## src/slx_pkg.sv

```systemverilog
// ----------------------------------------------------------------------------
// slx_pkg
// Shared types, token kind codes and character classes for the byte-stream
// lexer.
// ----------------------------------------------------------------------------
package slx_pkg;

    // output queue geometry
    localparam int OUT_DEPTH = 4;
    localparam int PTR_W     = $clog2(OUT_DEPTH);
    localparam int CNT_W     = $clog2(OUT_DEPTH + 1);

    typedef logic [5:0] kind_t;

    // token kind codes
    localparam kind_t K_CHAR    = 6'd0;
    localparam kind_t K_END     = 6'd1;
    localparam kind_t K_COLON   = 6'd2;
    localparam kind_t K_COMMA   = 6'd3;
    localparam kind_t K_DOT     = 6'd4;
    localparam kind_t K_LPAREN  = 6'd5;
    localparam kind_t K_RPAREN  = 6'd6;
    localparam kind_t K_LBRACK  = 6'd7;
    localparam kind_t K_RBRACK  = 6'd8;
    localparam kind_t K_LBRACE  = 6'd9;
    localparam kind_t K_RBRACE  = 6'd10;
    localparam kind_t K_PLUS    = 6'd11;
    localparam kind_t K_MINUS   = 6'd12;
    localparam kind_t K_STAR    = 6'd13;
    localparam kind_t K_SLASH   = 6'd14;
    localparam kind_t K_PERCENT = 6'd15;
    localparam kind_t K_AMP     = 6'd16;
    localparam kind_t K_PIPE    = 6'd17;
    localparam kind_t K_CARET   = 6'd18;
    localparam kind_t K_TILDE   = 6'd19;
    localparam kind_t K_AT      = 6'd20;
    localparam kind_t K_ATAT    = 6'd21;
    localparam kind_t K_CEQ     = 6'd22;
    localparam kind_t K_RET     = 6'd23;
    localparam kind_t K_NOT     = 6'd24;
    localparam kind_t K_CNE     = 6'd25;
    localparam kind_t K_CLT     = 6'd26;
    localparam kind_t K_CLE     = 6'd27;
    localparam kind_t K_BLS     = 6'd28;
    localparam kind_t K_CGT     = 6'd29;
    localparam kind_t K_CGE     = 6'd30;
    localparam kind_t K_BRS     = 6'd31;
    localparam kind_t K_INT     = 6'd32;
    localparam kind_t K_DBL     = 6'd33;
    localparam kind_t K_IDENT   = 6'd34;
    localparam kind_t K_STR     = 6'd35;
    localparam kind_t K_ERR     = 6'd36;

    // characters of interest
    localparam logic [7:0] CH_NL     = 8'h0A;
    localparam logic [7:0] CH_QUOTE  = 8'h22;
    localparam logic [7:0] CH_HASH   = 8'h23;
    localparam logic [7:0] CH_DOLLAR = 8'h24;
    localparam logic [7:0] CH_PCT    = 8'h25;
    localparam logic [7:0] CH_AMP    = 8'h26;
    localparam logic [7:0] CH_LPAR   = 8'h28;
    localparam logic [7:0] CH_RPAR   = 8'h29;
    localparam logic [7:0] CH_STAR   = 8'h2A;
    localparam logic [7:0] CH_PLUS   = 8'h2B;
    localparam logic [7:0] CH_COMMA  = 8'h2C;
    localparam logic [7:0] CH_MINUS  = 8'h2D;
    localparam logic [7:0] CH_DOT    = 8'h2E;
    localparam logic [7:0] CH_SLASH  = 8'h2F;
    localparam logic [7:0] CH_ZERO   = 8'h30;
    localparam logic [7:0] CH_NINE   = 8'h39;
    localparam logic [7:0] CH_COLON  = 8'h3A;
    localparam logic [7:0] CH_LT     = 8'h3C;
    localparam logic [7:0] CH_EQ     = 8'h3D;
    localparam logic [7:0] CH_GT     = 8'h3E;
    localparam logic [7:0] CH_BANG   = 8'h21;
    localparam logic [7:0] CH_AT     = 8'h40;
    localparam logic [7:0] CH_UP_A   = 8'h41;
    localparam logic [7:0] CH_UP_Z   = 8'h5A;
    localparam logic [7:0] CH_LBRK   = 8'h5B;
    localparam logic [7:0] CH_BSLASH = 8'h5C;
    localparam logic [7:0] CH_RBRK   = 8'h5D;
    localparam logic [7:0] CH_CARET  = 8'h5E;
    localparam logic [7:0] CH_UNDER  = 8'h5F;
    localparam logic [7:0] CH_LO_A   = 8'h61;
    localparam logic [7:0] CH_LO_B   = 8'h62;
    localparam logic [7:0] CH_LO_F   = 8'h66;
    localparam logic [7:0] CH_LO_N   = 8'h6E;
    localparam logic [7:0] CH_LO_R   = 8'h72;
    localparam logic [7:0] CH_LO_T   = 8'h74;
    localparam logic [7:0] CH_LO_Z   = 8'h7A;
    localparam logic [7:0] CH_LBRC   = 8'h7B;
    localparam logic [7:0] CH_PIPE   = 8'h7C;
    localparam logic [7:0] CH_RBRC   = 8'h7D;
    localparam logic [7:0] CH_TILDE  = 8'h7E;

    // unescaped byte values
    localparam logic [7:0] BY_NUL = 8'h00;
    localparam logic [7:0] BY_BEL = 8'h07;
    localparam logic [7:0] BY_BS  = 8'h08;
    localparam logic [7:0] BY_TAB = 8'h09;
    localparam logic [7:0] BY_FF  = 8'h0C;
    localparam logic [7:0] BY_CR  = 8'h0D;

    typedef enum logic [3:0] {
        ST_BEGIN   = 4'd0,
        ST_AT      = 4'd1,
        ST_NOT     = 4'd2,
        ST_LT      = 4'd3,
        ST_GT      = 4'd4,
        ST_EQ      = 4'd5,
        ST_COMMENT = 4'd6,
        ST_INT     = 4'd7,
        ST_DBL     = 4'd8,
        ST_IDENT   = 4'd9,
        ST_STR     = 4'd10,
        ST_ESC     = 4'd11
    } lex_state_t;

    // one output word
    typedef struct packed {
        kind_t      kind;
        logic [7:0] ch;
        logic       last;
    } item_t;

    // everything one byte produces
    typedef struct packed {
        logic [1:0] count;
        item_t      item0;
        item_t      item1;
    } step_t;

    // outcome of handling a byte from the begin state
    typedef struct packed {
        lex_state_t state;
        logic       emit;
        item_t      item;
    } begin_t;

    function automatic logic is_digit(input logic [7:0] c);
        return (c >= CH_ZERO) && (c <= CH_NINE);
    endfunction

    function automatic logic is_alpha(input logic [7:0] c);
        return ((c >= CH_LO_A) && (c <= CH_LO_Z)) || ((c >= CH_UP_A) && (c <= CH_UP_Z));
    endfunction

    function automatic logic is_word(input logic [7:0] c);
        return (c == CH_UNDER) || is_alpha(c) || is_digit(c);
    endfunction

    // kind of a one-character token, K_CHAR when there is none
    function automatic kind_t single_kind(input logic [7:0] c);
        kind_t k;
        case (c)
            CH_DOLLAR: k = K_END;
            CH_COLON:  k = K_COLON;
            CH_COMMA:  k = K_COMMA;
            CH_DOT:    k = K_DOT;
            CH_LPAR:   k = K_LPAREN;
            CH_RPAR:   k = K_RPAREN;
            CH_LBRK:   k = K_LBRACK;
            CH_RBRK:   k = K_RBRACK;
            CH_LBRC:   k = K_LBRACE;
            CH_RBRC:   k = K_RBRACE;
            CH_PLUS:   k = K_PLUS;
            CH_MINUS:  k = K_MINUS;
            CH_STAR:   k = K_STAR;
            CH_SLASH:  k = K_SLASH;
            CH_PCT:    k = K_PERCENT;
            CH_AMP:    k = K_AMP;
            CH_PIPE:   k = K_PIPE;
            CH_CARET:  k = K_CARET;
            CH_TILDE:  k = K_TILDE;
            default:   k = K_CHAR;
        endcase
        return k;
    endfunction

    function automatic item_t make_item(input kind_t k, input logic [7:0] c);
        item_t it;
        it.kind = k;
        it.ch   = c;
        it.last = 1'b0;
        return it;
    endfunction

    // a byte seen from the begin state
    function automatic begin_t from_begin(input logic [7:0] c);
        begin_t r;
        kind_t  k;
        k      = single_kind(c);
        r.state = ST_BEGIN;
        r.emit  = 1'b0;
        r.item  = make_item(k, 8'h00);
        if (k != K_CHAR) begin
            r.emit = 1'b1;
        end else begin
            case (c)
                CH_HASH:  r.state = ST_COMMENT;
                CH_AT:    r.state = ST_AT;
                CH_QUOTE: r.state = ST_STR;
                CH_EQ:    r.state = ST_EQ;
                CH_BANG:  r.state = ST_NOT;
                CH_LT:    r.state = ST_LT;
                CH_GT:    r.state = ST_GT;
                default:
                begin
                    if (is_digit(c)) begin
                        r.state = ST_INT;
                        r.emit  = 1'b1;
                        r.item  = make_item(K_CHAR, c);
                    end else if (c == CH_UNDER || is_alpha(c)) begin
                        r.state = ST_IDENT;
                        r.emit  = 1'b1;
                        r.item  = make_item(K_CHAR, c);
                    end
                end
            endcase
        end
        return r;
    endfunction

endpackage

```

## src/slx_core.sv

```systemverilog
// ----------------------------------------------------------------------------
// slx_core
// Lexer state register and the per-byte decode that yields up to two words.
// ----------------------------------------------------------------------------
module slx_core
(
    input  logic                clk,
    input  logic                rst_n,
    input  logic                accept,
    input  logic [7:0]          in_byte,
    input  logic                end_of_input,
    output slx_pkg::step_t      step
);

    slx_pkg::lex_state_t state_reg;
    slx_pkg::lex_state_t state_next;

    // state register
    always_ff @(posedge clk or negedge rst_n)
    begin
        if (!rst_n) begin
            state_reg <= slx_pkg::ST_BEGIN;
        end else if (accept) begin
            state_reg <= state_next;
        end
    end

    // decode of one byte
    always_comb
    begin
        slx_pkg::step_t  s;
        slx_pkg::begin_t fb;
        slx_pkg::kind_t  fin;
        logic            finish;
        logic            esc_ok;
        logic [7:0]      esc_val;

        s.count    = 2'd0;
        s.item0    = slx_pkg::make_item(slx_pkg::K_CHAR, 8'h00);
        s.item1    = slx_pkg::make_item(slx_pkg::K_CHAR, 8'h00);
        state_next = state_reg;
        finish     = 1'b0;
        fin        = slx_pkg::K_CHAR;
        fb         = slx_pkg::from_begin(in_byte);
        esc_ok     = 1'b1;
        esc_val    = 8'h00;

        if (end_of_input) begin
            // flush a pending token, then END
            s.count = 2'd2;
            unique case (state_reg)
                slx_pkg::ST_AT:    fin = slx_pkg::K_AT;
                slx_pkg::ST_EQ:    fin = slx_pkg::K_CEQ;
                slx_pkg::ST_NOT:   fin = slx_pkg::K_NOT;
                slx_pkg::ST_LT:    fin = slx_pkg::K_CLT;
                slx_pkg::ST_GT:    fin = slx_pkg::K_CGT;
                slx_pkg::ST_INT:   fin = slx_pkg::K_INT;
                slx_pkg::ST_DBL:   fin = slx_pkg::K_DBL;
                slx_pkg::ST_IDENT: fin = slx_pkg::K_IDENT;
                slx_pkg::ST_STR,
                slx_pkg::ST_ESC:   fin = slx_pkg::K_ERR;
                default:           s.count = 2'd1;
            endcase
            if (s.count == 2'd2) begin
                s.item0 = slx_pkg::make_item(fin, 8'h00);
                s.item1 = slx_pkg::make_item(slx_pkg::K_END, 8'h00);
            end else begin
                s.item0 = slx_pkg::make_item(slx_pkg::K_END, 8'h00);
            end
            state_next = slx_pkg::ST_BEGIN;
        end else begin
            unique case (state_reg)
                slx_pkg::ST_AT:
                begin
                    if (in_byte == slx_pkg::CH_AT) begin
                        s.count    = 2'd1;
                        s.item0    = slx_pkg::make_item(slx_pkg::K_ATAT, 8'h00);
                        state_next = slx_pkg::ST_BEGIN;
                    end else begin
                        finish = 1'b1;
                        fin    = slx_pkg::K_AT;
                    end
                end
                slx_pkg::ST_EQ:
                begin
                    if (in_byte == slx_pkg::CH_GT) begin
                        s.count    = 2'd1;
                        s.item0    = slx_pkg::make_item(slx_pkg::K_RET, 8'h00);
                        state_next = slx_pkg::ST_BEGIN;
                    end else begin
                        finish = 1'b1;
                        fin    = slx_pkg::K_CEQ;
                    end
                end
                slx_pkg::ST_NOT:
                begin
                    if (in_byte == slx_pkg::CH_EQ) begin
                        s.count    = 2'd1;
                        s.item0    = slx_pkg::make_item(slx_pkg::K_CNE, 8'h00);
                        state_next = slx_pkg::ST_BEGIN;
                    end else begin
                        finish = 1'b1;
                        fin    = slx_pkg::K_NOT;
                    end
                end
                slx_pkg::ST_LT:
                begin
                    if (in_byte == slx_pkg::CH_EQ) begin
                        s.count    = 2'd1;
                        s.item0    = slx_pkg::make_item(slx_pkg::K_CLE, 8'h00);
                        state_next = slx_pkg::ST_BEGIN;
                    end else if (in_byte == slx_pkg::CH_LT) begin
                        s.count    = 2'd1;
                        s.item0    = slx_pkg::make_item(slx_pkg::K_BLS, 8'h00);
                        state_next = slx_pkg::ST_BEGIN;
                    end else begin
                        finish = 1'b1;
                        fin    = slx_pkg::K_CLT;
                    end
                end
                slx_pkg::ST_GT:
                begin
                    if (in_byte == slx_pkg::CH_EQ) begin
                        s.count    = 2'd1;
                        s.item0    = slx_pkg::make_item(slx_pkg::K_CGE, 8'h00);
                        state_next = slx_pkg::ST_BEGIN;
                    end else if (in_byte == slx_pkg::CH_GT) begin
                        s.count    = 2'd1;
                        s.item0    = slx_pkg::make_item(slx_pkg::K_BRS, 8'h00);
                        state_next = slx_pkg::ST_BEGIN;
                    end else begin
                        finish = 1'b1;
                        fin    = slx_pkg::K_CGT;
                    end
                end
                slx_pkg::ST_COMMENT:
                begin
                    if (in_byte == slx_pkg::CH_NL) begin
                        state_next = slx_pkg::ST_BEGIN;
                    end
                end
                slx_pkg::ST_INT:
                begin
                    if (in_byte == slx_pkg::CH_DOT) begin
                        s.count    = 2'd1;
                        s.item0    = slx_pkg::make_item(slx_pkg::K_CHAR, in_byte);
                        state_next = slx_pkg::ST_DBL;
                    end else if (slx_pkg::is_digit(in_byte)) begin
                        s.count = 2'd1;
                        s.item0 = slx_pkg::make_item(slx_pkg::K_CHAR, in_byte);
                    end else begin
                        finish = 1'b1;
                        fin    = slx_pkg::K_INT;
                    end
                end
                slx_pkg::ST_DBL:
                begin
                    if (slx_pkg::is_digit(in_byte)) begin
                        s.count = 2'd1;
                        s.item0 = slx_pkg::make_item(slx_pkg::K_CHAR, in_byte);
                    end else begin
                        finish = 1'b1;
                        fin    = slx_pkg::K_DBL;
                    end
                end
                slx_pkg::ST_IDENT:
                begin
                    if (slx_pkg::is_word(in_byte)) begin
                        s.count = 2'd1;
                        s.item0 = slx_pkg::make_item(slx_pkg::K_CHAR, in_byte);
                    end else begin
                        finish = 1'b1;
                        fin    = slx_pkg::K_IDENT;
                    end
                end
                slx_pkg::ST_STR:
                begin
                    if (in_byte == slx_pkg::CH_NL) begin
                        s.count    = 2'd1;
                        s.item0    = slx_pkg::make_item(slx_pkg::K_ERR, 8'h00);
                        state_next = slx_pkg::ST_BEGIN;
                    end else if (in_byte == slx_pkg::CH_BSLASH) begin
                        state_next = slx_pkg::ST_ESC;
                    end else if (in_byte == slx_pkg::CH_QUOTE) begin
                        s.count    = 2'd1;
                        s.item0    = slx_pkg::make_item(slx_pkg::K_STR, 8'h00);
                        state_next = slx_pkg::ST_BEGIN;
                    end else begin
                        s.count = 2'd1;
                        s.item0 = slx_pkg::make_item(slx_pkg::K_CHAR, in_byte);
                    end
                end
                slx_pkg::ST_ESC:
                begin
                    case (in_byte)
                        slx_pkg::CH_LO_N:   esc_val = slx_pkg::CH_NL;
                        slx_pkg::CH_BSLASH: esc_val = slx_pkg::CH_BSLASH;
                        slx_pkg::CH_QUOTE:  esc_val = slx_pkg::CH_QUOTE;
                        slx_pkg::CH_LO_A:   esc_val = slx_pkg::BY_BEL;
                        slx_pkg::CH_LO_B:   esc_val = slx_pkg::BY_BS;
                        slx_pkg::CH_ZERO:   esc_val = slx_pkg::BY_NUL;
                        slx_pkg::CH_LO_T:   esc_val = slx_pkg::BY_TAB;
                        slx_pkg::CH_LO_R:   esc_val = slx_pkg::BY_CR;
                        slx_pkg::CH_LO_F:   esc_val = slx_pkg::BY_FF;
                        default:            esc_ok  = 1'b0;
                    endcase
                    if (in_byte == slx_pkg::CH_NL) begin
                        s.count    = 2'd1;
                        s.item0    = slx_pkg::make_item(slx_pkg::K_ERR, 8'h00);
                        state_next = slx_pkg::ST_BEGIN;
                    end else if (esc_ok) begin
                        s.count    = 2'd1;
                        s.item0    = slx_pkg::make_item(slx_pkg::K_CHAR, esc_val);
                        state_next = slx_pkg::ST_STR;
                    end else begin
                        // unknown escape keeps the backslash
                        s.count    = 2'd2;
                        s.item0    = slx_pkg::make_item(slx_pkg::K_CHAR, slx_pkg::CH_BSLASH);
                        s.item1    = slx_pkg::make_item(slx_pkg::K_CHAR, in_byte);
                        state_next = slx_pkg::ST_STR;
                    end
                end
                default:
                begin
                    s.count    = fb.emit ? 2'd1 : 2'd0;
                    s.item0    = fb.item;
                    state_next = fb.state;
                end
            endcase

            // token ended by this byte: send its kind, rerun byte from begin
            if (finish) begin
                s.item0    = slx_pkg::make_item(fin, 8'h00);
                s.item1    = fb.item;
                s.count    = fb.emit ? 2'd2 : 2'd1;
                state_next = fb.state;
            end
        end

        // mark the final word of the run
        if (s.count == 2'd2) begin
            s.item1.last = 1'b1;
        end else if (s.count == 2'd1) begin
            s.item0.last = 1'b1;
        end
        step = s;
    end

endmodule

```

## src/script_lexer_byte_stream.sv

```systemverilog
// ----------------------------------------------------------------------------
// script_lexer_byte_stream
// Byte-stream lexer: source bytes in, token words out through a short queue.
// ----------------------------------------------------------------------------
// One source byte is taken per cycle while in_ready is high. Each byte is
// decoded in the cycle it is accepted and produces zero, one or two words,
// which are written straight into a four-word output queue; if it was empty,
// the first word shows on the output in the next cycle. in_ready is high
// while the queue has at least two free places, so a stream of bytes flows
// at one per cycle as long as the consumer takes one word per cycle; only the
// rare two-word bytes build up the queue, drained one per out_ready cycle.
module script_lexer_byte_stream
(
    input  logic                clk,
    input  logic                rst_n,
    input  logic                in_valid,
    output logic                in_ready,
    input  logic [7:0]          in_byte,
    input  logic                end_of_input,
    output logic                out_valid,
    input  logic                out_ready,
    output logic [5:0]          item_kind,
    output logic [7:0]          value_char,
    output logic                last_of_run
);

    localparam int DEPTH = slx_pkg::OUT_DEPTH;
    localparam int PW    = slx_pkg::PTR_W;
    localparam int CW    = slx_pkg::CNT_W;

    slx_pkg::step_t step;
    slx_pkg::item_t queue_mem [DEPTH];

    logic [PW-1:0] wr_ptr_reg;
    logic [PW-1:0] rd_ptr_reg;
    logic [CW-1:0] count_reg;
    logic [PW-1:0] wr_ptr_next;
    logic [PW-1:0] rd_ptr_next;
    logic [CW-1:0] count_next;
    logic          accept;
    logic          pop;
    logic [CW-1:0] push_n;

    // handshakes
    assign in_ready  = (count_reg <= CW'(DEPTH - 2));
    assign accept    = in_valid && in_ready;
    assign out_valid = (count_reg != '0);
    assign pop       = out_valid && out_ready;
    assign push_n    = accept ? CW'(step.count) : '0;

    // lexer decode
    slx_core u_core
    (
        .clk          (clk),
        .rst_n        (rst_n),
        .accept       (accept),
        .in_byte      (in_byte),
        .end_of_input (end_of_input),
        .step         (step)
    );

    // queue pointers
    always_comb
    begin
        wr_ptr_next = wr_ptr_reg + PW'(push_n);
        rd_ptr_next = rd_ptr_reg + (pop ? PW'(1) : PW'(0));
        count_next  = count_reg + push_n - (pop ? CW'(1) : CW'(0));
    end

    always_ff @(posedge clk or negedge rst_n)
    begin
        if (!rst_n) begin
            wr_ptr_reg <= '0;
            rd_ptr_reg <= '0;
            count_reg  <= '0;
        end else begin
            wr_ptr_reg <= wr_ptr_next;
            rd_ptr_reg <= rd_ptr_next;
            count_reg  <= count_next;
        end
    end

    // queue storage
    always_ff @(posedge clk)
    begin
        if (accept && step.count != 2'd0) begin
            queue_mem[wr_ptr_reg] <= step.item0;
        end
        if (accept && step.count == 2'd2) begin
            queue_mem[wr_ptr_reg + PW'(1)] <= step.item1;
        end
    end

    // head word
    assign item_kind   = queue_mem[rd_ptr_reg].kind;
    assign value_char  = queue_mem[rd_ptr_reg].ch;
    assign last_of_run = queue_mem[rd_ptr_reg].last;

endmodule

```

## config.mk

```make
export PLATFORM = sky130hd
export DESIGN_NAME = script_lexer_byte_stream
export DESIGN_NICKNAME = d
export VERILOG_FILES = /design/src/slx_pkg.sv /design/src/slx_core.sv /design/src/script_lexer_byte_stream.sv
export SDC_FILE = /design/constraint.sdc
export NUM_CORES = 1
export LEC_CHECK = 0
export ABC_AREA = 1
export BUFFER_PORTS_ARGS = -buffer_cell sky130_fd_sc_hd__buf_2
export CORE_MARGIN = 3
export CORE_UTILIZATION = 37
export DETAILED_ROUTE_END_ITERATION = 7
export PLACE_DENSITY = 0.53
export SLEW_MARGIN = 0
export SYNTH_ARGS = -nofsm -noshare
export SYNTH_HDL_FRONTEND = slang
export SYNTH_SLANG_ARGS = --single-unit
```

## constraint.sdc

```tcl
create_clock -name clk -period 5.6 [get_ports clk]
set_clock_uncertainty 0.2 [all_clocks]
set_input_delay 0.84 -clock clk [delete_from_list [all_inputs] [get_ports clk]]
set_output_delay 0.84 -clock clk [all_outputs]
set_load 0.005 [all_outputs]
```

Word-level counts from Yosys, hierarchy flattened
Memory sizes are Yosys's and may differ from the RTL's.
Cells that the tools add are included.
{"block": "word_totals", "memories": 1, "input_bits": 13, "register_bits": 11, "mem_bits_rw": 60}
{"memory": "queue_mem", "words": 4, "width": 15, "rd": 1, "rd_ports_with_merged_regs": 0, "write_ports": 2, "line_no": "script_lexer_byte_stream.sv:32", "text": "slx_pkg::item_t queue_mem [DEPTH];"}
{"block": "classes", "n_mux": 88, "eq_ne": 57, "addsub": 5, "n_reduce_logical": 19, "n_lt_le_gt_ge": 7}
{"cell": "one-hot mux 17 bit (11 select lines)", "count": 1}
{"cell": "equality test 8 x 6 -> 1 bit (second input constant)", "count": 19}
{"cell": "equality test 8 x 7 -> 1 bit (second input constant)", "count": 16}
{"cell": "2-to-1 mux 16 bit", "count": 8}
{"cell": "2-to-1 mux 17 bit", "count": 7}
{"cell": "one-hot mux 5 bit (19 select lines)", "count": 1}
{"cell": "2-to-1 mux 15 bit", "count": 5}
{"cell": "2-to-1 mux 32 bit", "count": 2}
{"cell": "2-to-1 mux 4 bit", "count": 15}
{"cell": "one-hot mux 7 bit (8 select lines)", "count": 1}
{"cell": "one-hot mux 6 bit (9 select lines)", "count": 1}
{"cell": "one-hot mux 6 bit (8 select lines)", "count": 1}
{"cell": "2-to-1 mux 20 bit", "count": 2}
{"cell": "one-hot mux 4 bit (10 select lines)", "count": 1}
{"cell": "2-to-1 mux 6 bit", "count": 6}
{"cell": "one-hot mux 4 bit (7 select lines)", "count": 1}
{"cell": "2-to-1 mux 5 bit", "count": 5}
{"cell": "2-to-1 mux 1 bit", "count": 24}
{"cell": "equality test 4 x 3 -> 1 bit (second input constant)", "count": 4}
{"cell": "equality test 4 bit (second input constant)", "count": 4}
{"cell": ">= comparator 8 x 7 -> 1 bit (second input constant)", "count": 2}
{"cell": "less-or-equal comparator 8 x 7 -> 1 bit (second input constant)", "count": 2}
{"cell": "!= test 4 x 2 -> 1 bit (second input constant)", "count": 4}
{"cell": "2-to-1 mux 10 bit", "count": 1}
{"cell": "other kinds (29)", "count": 43}

Logic depth before layout (Yosys ltp)
Gate-level depths: netlist of run 1.
{"block": "depth", "word_depth": 16, "mapped_depth": 22, "mapped_depth_nobuf": 22}

Cells and area by module
From an unflattened synthesis of run 1, not the netlist that was laid out.
{"block": "unflattened", "cells_unflattened": 817, "area_unflattened_um2": 5740.5}
{"mod": "script_lexer_byte_stream", "seq_area_each_um2": 1976.9, "n_inst": 1, "area_each_um2": 3598.5, "cells_each": 398}
{"mod": "slx_core", "seq_area_each_um2": 100.1, "n_inst": 1, "area_each_um2": 2142.1, "cells_each": 419}

Worst setup path after synthesis of run 1
Ideal clock, no wire load.
{"block": "synth_timing", "path_kind": "in2reg", "from": "input port in_byte[4]", "to": "register count_reg[2]", "n_path_buf": 2, "required_time_ns": 5.277, "arrival_time_ns": 3.252, "setup_ns": 0.123, "path_stages": 22, "slack_ns": 2.025, "cell_sequence": "buf_2 > nand2_2 > nor2_4 > buf_4 > inv_1 > a21oi_2 > nand2_1 > nand2_1 > inv_1 > nand2_1 > nor2_1 > nand3_1 > nand2_1 > nor2_1 > inv_1 > nor2_1 > inv_1 > ha_1 > inv_1 > ha_1 > fa_1 > xnor2_1"}
{"block": "synth_between", "elab_chain_len": 15, "word_cells_on_any_way": 92}
{"item": "start, declared", "line_no": "script_lexer_byte_stream.sv:18", "text": "input logic [7:0] in_byte,"}
{"item": ">= comparator 8 x 7 -> 1 bit or less-or-equal comparator 8 x 7 -> 1 bit (tied branches)", "line_no": "slx_pkg.sv:145", "text": "return ((c >= CH_LO_A) && (c <= CH_LO_Z)) || ((c >= CH_UP_A) && (c <= CH_UP_Z));"}
{"item": "logical AND 1 bit", "line_no": "slx_pkg.sv:145"}
{"item": "logical OR 1 bit", "line_no": "slx_pkg.sv:145"}
{"item": "logical OR 1 bit", "line_no": "slx_pkg.sv:149, slx_pkg.sv:213"}
{"item": "2-to-1 mux 20 bit", "line_no": "slx_pkg.sv:213", "text": "end else if (c == CH_UNDER || is_alpha(c)) begin"}
{"item": "2-to-1 mux 20 bit", "line_no": "slx_pkg.sv:209", "text": "if (is_digit(c)) begin"}
{"item": "2-to-1 mux 16 bit", "line_no": "slx_pkg.sv:199", "text": "case (c)"}
{"item": "2-to-1 mux 1 bit", "line_no": "slx_pkg.sv:196", "text": "if (k != K_CHAR) begin"}
{"item": "2-to-1 mux 1 bit", "line_no": "slx_core.sv:225", "text": "s.count = fb.emit ? 2'd1 : 2'd0;"}
{"item": "one-hot mux 17 bit (11 select lines)", "line_no": "slx_core.sv:72", "text": "unique case (state_reg)"}
{"item": "2-to-1 mux 32 bit (*)", "line_no": "slx_core.sv:232", "text": "if (finish) begin"}
{"item": "2-to-1 mux 32 bit (*)", "line_no": "slx_core.sv:48", "text": "if (end_of_input) begin"}
{"item": "2-to-1 mux 2 bit (*)", "line_no": "script_lexer_byte_stream.sv:49", "text": "assign push_n = accept ? CW'(step.count) : '0;"}
{"item": "adder 3 x 2 -> 3 bit (*)", "line_no": "script_lexer_byte_stream.sv:67", "text": "count_next = count_reg + push_n - (pop ? CW'(1) : CW'(0));"}
{"item": "subtractor 3 x 1 -> 3 bit (*)", "line_no": "script_lexer_byte_stream.sv:67"}
{"item": "via count_next[2]", "line_no": "script_lexer_byte_stream.sv:39", "text": "logic [CW-1:0] count_next;"}
{"item": "end signal, assigned", "line_no": "script_lexer_byte_stream.sv:79", "text": "count_reg <= count_next;"}
{"item": "end, declared", "line_no": "script_lexer_byte_stream.sv:36", "text": "logic [CW-1:0] count_reg;"}
The timed path passes the listed nets; every way through them passes the cells marked *. The select of a mux whose other input is x is not followed.
A chain may end at the register's enable or synchronous reset.

==> flow_summary.toml, run 1 <==
[sta]
final_max_slew_viol_count = 0
setup_slack_ns = 1.26
hold_viol = 0
timing.final.crit_share = 0.774
rsz0062_at_grt = "no"
fin_tns_setup_ns = 0
final-setup-viol-count = 0
slew_headroom = 0.352
tightest_slew_ns = 0.972
max_freq_mhz = 231
min_period_ns = 4.34

[placement]
dp_slack_ns = 0.992
placed_cells = 978
port_buffers = 29
dp_hpwl_microns = 13900
gp_congestion = 0.967
placed_cell_area_sq_um = 5730

[finish]
largest_reg_flops = 60
area_growth_syn_to_layout_pct = 9.79
fill_cells = 1502
multi_input_area_sq_um = 2960
diodes = 0
post-route-cell-area_sq_um = 6030
layout-drive-gt1-share = 0.128
layout.cells.non_filler = 994
finalNetCount = 828
regArea_sq_um = 2040

[power_and_ir_drop]
power.density_nw_per_um2 = 450
ir_drop_mv = 0.185
power_leakage_nw = 2.73

[critical_path]
path_class = "input pin to flip-flop"
cp-end-kind = "flip-flop"
r2r_cells = 14
r2r_slack_ns = 1.53
crit_arrival_ns = 4.10
required_ns = 5.37
cp-start-kind = "input pin"
reg2reg_from = "u_core.state_reg[3]$_DFFE_PN0P_"
worstPathMaxFanout = 28
r2r_end = "queue_mem[0][13]$_DFFE_PP_"

[grt]
grt-ovfl-total = 0
grt.total_usage = 0.221
grt_first_pass_wirelength_microns = 28200
grt_antenna_before_repair = 0
grt_pass1_vias = 5298
grt_max_degree = 32

[yosys]
synth_top_area_share = 0.306
synth_edf_count = 56
ys_seq_area_frac = 0.371
synth_area_sq_um = 5490
ys_ff_latch = 71
syn_inst = 796
synth_top_area_cell = "edfxtp_1"
syn_area_per_cell_sq_um = 6.90
synthDistinctLibCells = 45
synth.most_common_cell = "nand2_1"
netlist_top_cells_area = "edfxtp_1 31%, nand2_1 13%, nor2_1 8.7%"
synth_commonest_cells = "194 x nand2_1, 127 x nor2_1, 74 x inv_1"
async_reset_ff_frac = 0.155
synthesis.nets = 815
ys.flop_type = "edfxtp_1"
synth_warnings = 0

[cts]
clkLatencyLatePin_ns = 0.34
cts_buffers = 9
ctsRootBufferMaster = "clkbuf_16"
clockBufferDepth = 2
cts.sinks = 71
postCtsSetupBuffers = 0
cts_resized = 0
clkSlewWorstSetupHoldPaths_ns = 0.06
cts_tree = "done"
cts-htree-levels = 3
cts-hold-fix-buffers = 0

[die]
die_x_microns = 128
std_cell_rows = 43
die_area_sq_um = 16300
core_area_sq_um = 14200
pin_count = 30
dieHeight_microns = 128
start_util = 0.387

[detailed_routing]
firstDrtPassIters = 6
ant_nets = 0
drt_iter0_drc = 657
drt-wirelength-per-cell_microns = 18.0
wirelength_microns = 17900
via_per_inst = 5.54
drc = 0
vias = 5502

[status]
outcome = "complete, no violations"

[run]
cap_violations = 0

[min_path]
worstHoldPathType = "input pin to asynchronous set/reset pin"
==> how the worst max path moves through the flow <==
stage	from	to	slack [ns]
floorplan	in_byte[4]	count_reg[2]$_DFF_PN0_	2.03
global placement	in_byte[0]	queue_mem[0][10]$_DFFE_PP_	1.02
detailed placement	in_byte[6]	queue_mem[0][12]$_DFFE_PP_	0.99
CTS	in_byte[6]	queue_mem[0][13]$_DFFE_PP_	1.34
global route	in_byte[6]	queue_mem[3][1]$_DFFE_PP_	0.93
finish	in_byte[6]	queue_mem[0][13]$_DFFE_PP_	1.26
==> per-layer routing <==
layer  share of wire  global-route usage  vias up
met2            0.47               0.365      238
li1                -                   -     2692
met3           0.063              0.0421       51
met4           0.033              0.0855        0
met5               0                   0        -
met1            0.44               0.285     2521
==> metrics by stage <==
stage                     utilization  hold WS (ns)  total power (W)
after floorplan                     -         0.286          0.00173
after global placement          0.403         0.312          0.00213
after detailed placement        0.403         0.311          0.00214
after CTS                       0.425         0.164          0.00271
after global routing            0.425         0.176          0.00291
final                           0.425         0.160          0.00271
==> report_power, final <==
group	switching, W	leakage, nW	internal [W]
clock	0.000225	0.143	0.000349
sequential	0.000102	0.683	0.000702
combinational	0.000939	1.90	0.000397
==> cell usage in the layout (no fill, tap or decap), drive strengths merged, types with 11 or more instances in the layout <==
master	Yosys	final
a21oi	39	39
buf	15	31
dfrtp	11	11
edfxtp	56	56
inv	91	93
nand2	211	211
nand3	41	41
nand4	34	34
nor2	141	141
o21ai	78	78
o22ai	24	24
==> cells by family after synthesis <==
family / synth area share
buf+inv: 0.0904
simple gates: 0.362
compound gates: 0.154
xor+xnor: 0.00797
fa+ha+maj: 0.0150
flops: 0.371
==> layout make-up <==
cell class,instances,area share
Timing Repair Buffer,31,0.0266
Clock inverter,7,0.0133
Multi-Input combinational cell,605,0.491
Inverter,91,0.0570
Sequential cell,71,0.338
Clock buffer,9,0.0373
Tap cell,180,0.0373
==> worst max-delay path, cell delays in order <==
cell and delay (ns):
buf_2 0.13, inv_1 0.14, nand2_2 0.11, nor2_4 0.32
nand2_2 0.18, nand3_2 0.16, nand2_1 0.08, nor2_2 0.19
nand3_4 0.14, nand3_1 0.10, nand2_1 0.09, nand2_2 0.39
nand3_1 0.53, nand2_1 0.69
Note: power is estimated with default switching activity, not from simulation.
==> run 2: changes to the inputs <==
PLACE_DENSITY = 0.55   (was 0.53)
clock period = 3.9 ns   (was 5.6 ns; I/O delays follow)
==> run 2 against run 1 <==
  * Worst hold slack better by 0.16 ns
  * Clock power up 36%
  * Critical path depth up 5
  * Combinational power up 60%
  * Sequential power up 38%
  * Design area up 4.2%
  * Wire length up 5.5%
  * Register-to-register slack worse by 1.1 ns
  * Global-route usage up 1.3 points
  * Largest power group unchanged
==> flow_summary.toml, run 2 (synthesis gave the netlist of run 1 again) <==
[status]
outcome = "complete, no violations"

[critical_path]
critPathLaunch = "in_byte[4]"
r2r_slack_ns = 0.48
path_class = "input pin to flip-flop"
r2r_cells = 21
r2r_end = "count_reg[2]$_DFF_PN0_"
crit_chain = "buf_2 > nand2_2 > nor2_4 > nand2_1 > nand2_1 > nand3_1 > nor2_2 > nand3_4 > nand3_1 > nand2_1 > nor2_1 > inv_1 > nor2_1 > inv_1 > ha_1 > inv_1 > ha_1 > fa_1 > xnor2_1"
crit_end = "count_reg[2]$_DFF_PN0_"
crit_arrival_ns = 3.65
cp-end-kind = "flip-flop"
slowest_delay_ns = 0.38
required_ns = 3.96
critPathSlowestCell = "fa_1"
reg2reg_from = "u_core.state_reg[3]$_DFFE_PN0P_"
worstPathMaxFanout = 10
cp-start-kind = "input pin"

[power_and_ir_drop]
power_leakage_nw = 2.88
power.density_nw_per_um2 = 643
ir_drop_mv = 0.330

[grt]
grt_pass1_vias = 5442
busiest_layer = "met2"
grt_antenna_before_repair = 0
met3_usage = 0.0471
grt_util_met1 = 0.304
grt_max_degree = 32
grt_first_pass_wirelength_microns = 30000
grtUsageMet2 = 0.388
grt-ovfl-total = 0
grt.total_usage = 0.234

[sta]
setup_slack_ns = 0.307
final_max_slew_viol_count = 0
max_freq_mhz = 278
tightest_slew_ns = 0.885
timing.final.crit_share = 0.921
rsz0062_at_grt = "no"
final-setup-viol-count = 0
min_period_ns = 3.59
whs_ns = 0.317
slew_headroom = 0.410
hold_viol = 0
fin_tns_setup_ns = 0

[cts]
cts_buffers = 9
clockBufferDepth = 2
clkSlewWorstSetupHoldPaths_ns = 0.06
clkLatencyLatePin_ns = 0.34
cts-htree-levels = 3
ctsRootBufferMaster = "clkbuf_16"
postCtsSetupBuffers = 0
cts_tree = "done"
cts.sinks = 71

[finish]
layout-drive-gt1-share = 0.157
fill_cells = 1496
final_common_cell = "nand2_1"
multi_input_area_sq_um = 2960
regArea_sq_um = 2040
largest_reg_flops = 60
final_cell_mix = "194 x nand2_1, 126 x nor2_1, 74 x inv_1"
area_growth_syn_to_layout_pct = 14.4
diodes = 0
finalNetCount = 858

[detailed_routing]
via_per_inst = 5.51
drt-wirelength-per-cell_microns = 18.4
drt_iter0_drc = 636
ant_nets = 0
vias = 5640
drc = 0
wirelength_microns = 18800
firstDrtPassIters = 5

[die]
std_cell_rows = 43
core_area_sq_um = 14200
pin_count = 30
start_util = 0.387
die_area_sq_um = 16300
die_x_microns = 128
dieHeight_microns = 128

[run]
cap_violations = 0

[min_path]
worstHoldPathType = "flip-flop to flip-flop"

[placement]
dp_hpwl_microns = 14700
port_buffers = 29
gp_congestion = 1.07
dp_slack_ns = 0.0432
[run 2: final cells by class]
| cell class | count | area share |
|---|---|---|
| clock inverters | 5 | 0.00796 |
| inverters | 91 | 0.0547 |
| clock buffers | 10 | 0.0364 |
| repair buffers | 61 | 0.0697 |
| flip-flops and latches | 71 | 0.324 |
| well taps | 180 | 0.0358 |
| multi-input cells | 605 | 0.471 |
[run 2: per-stage QoR]
stage                util  total power (W)  cell area, sq um  cells
finish              0.443          0.00404              6290   1023
global route        0.443          0.00435              6290   1023
CTS                 0.442          0.00404              6280   1023
detailed placement  0.422          0.00325              5990   1007
global placement    0.422          0.00323              5990   1007
floorplan               -          0.00249              5490    796
[run 2: what timing repair did]
| item | 4_1_cts | 5_1_grt |
|---|---|---|
| resized for setup | 0 | 1 |
| endpoints found under the setup margin | 0 | 1 |
| hold buffers | 1 | 0 |
| endpoints found under the hold margin | 11 | 0 |
[run 2: power breakdown]
part	internal, W	total [W]	switching, W
clock network	0.000486	0.000780	0.000294
registers	0.00101	0.00111	0.000104
logic	0.000707	0.00215	0.00145
[run 2: critical path, delay by kind of cell]
family        cells  cell delay, ns
xor+xnor          1            0.19
fa+ha+maj         3            0.83
buf+inv           4            0.39
simple gates     11            1.64
[run 2: per-layer routing]
metal | wire [microns] | vias to the layer above
li1 | - | 2750
met4 | 599 | 0
met1 | 8120 | 2605
met5 | 0 | -
met2 | 8880 | 243
met3 | 1250 | 42
[run 2: worst min-delay path by stage]
| stage | from | endpoint | slack (ns) | cells past startpoint |
|---|---|---|---|---|
| after global placement | rst_n | rd_ptr_reg[1]$_DFF_PN0_ | 0.27 | 1 |
| after CTS | queue_mem[0][14]$_SDFFE_PP0N_ | queue_mem[0][14]$_SDFFE_PP0N_ | 0.32 | 4 |
| after detailed placement | rst_n | rd_ptr_reg[1]$_DFF_PN0_ | 0.27 | 1 |
| final | queue_mem[0][14]$_SDFFE_PP0N_ | queue_mem[0][14]$_SDFFE_PP0N_ | 0.32 | 4 |
| after global routing | queue_mem[3][14]$_SDFFE_PP0P_ | queue_mem[3][14]$_SDFFE_PP0P_ | 0.36 | 4 |
| after floorplan | rst_n | count_reg[0]$_DFF_PN0_ | 0.09 | 0 |
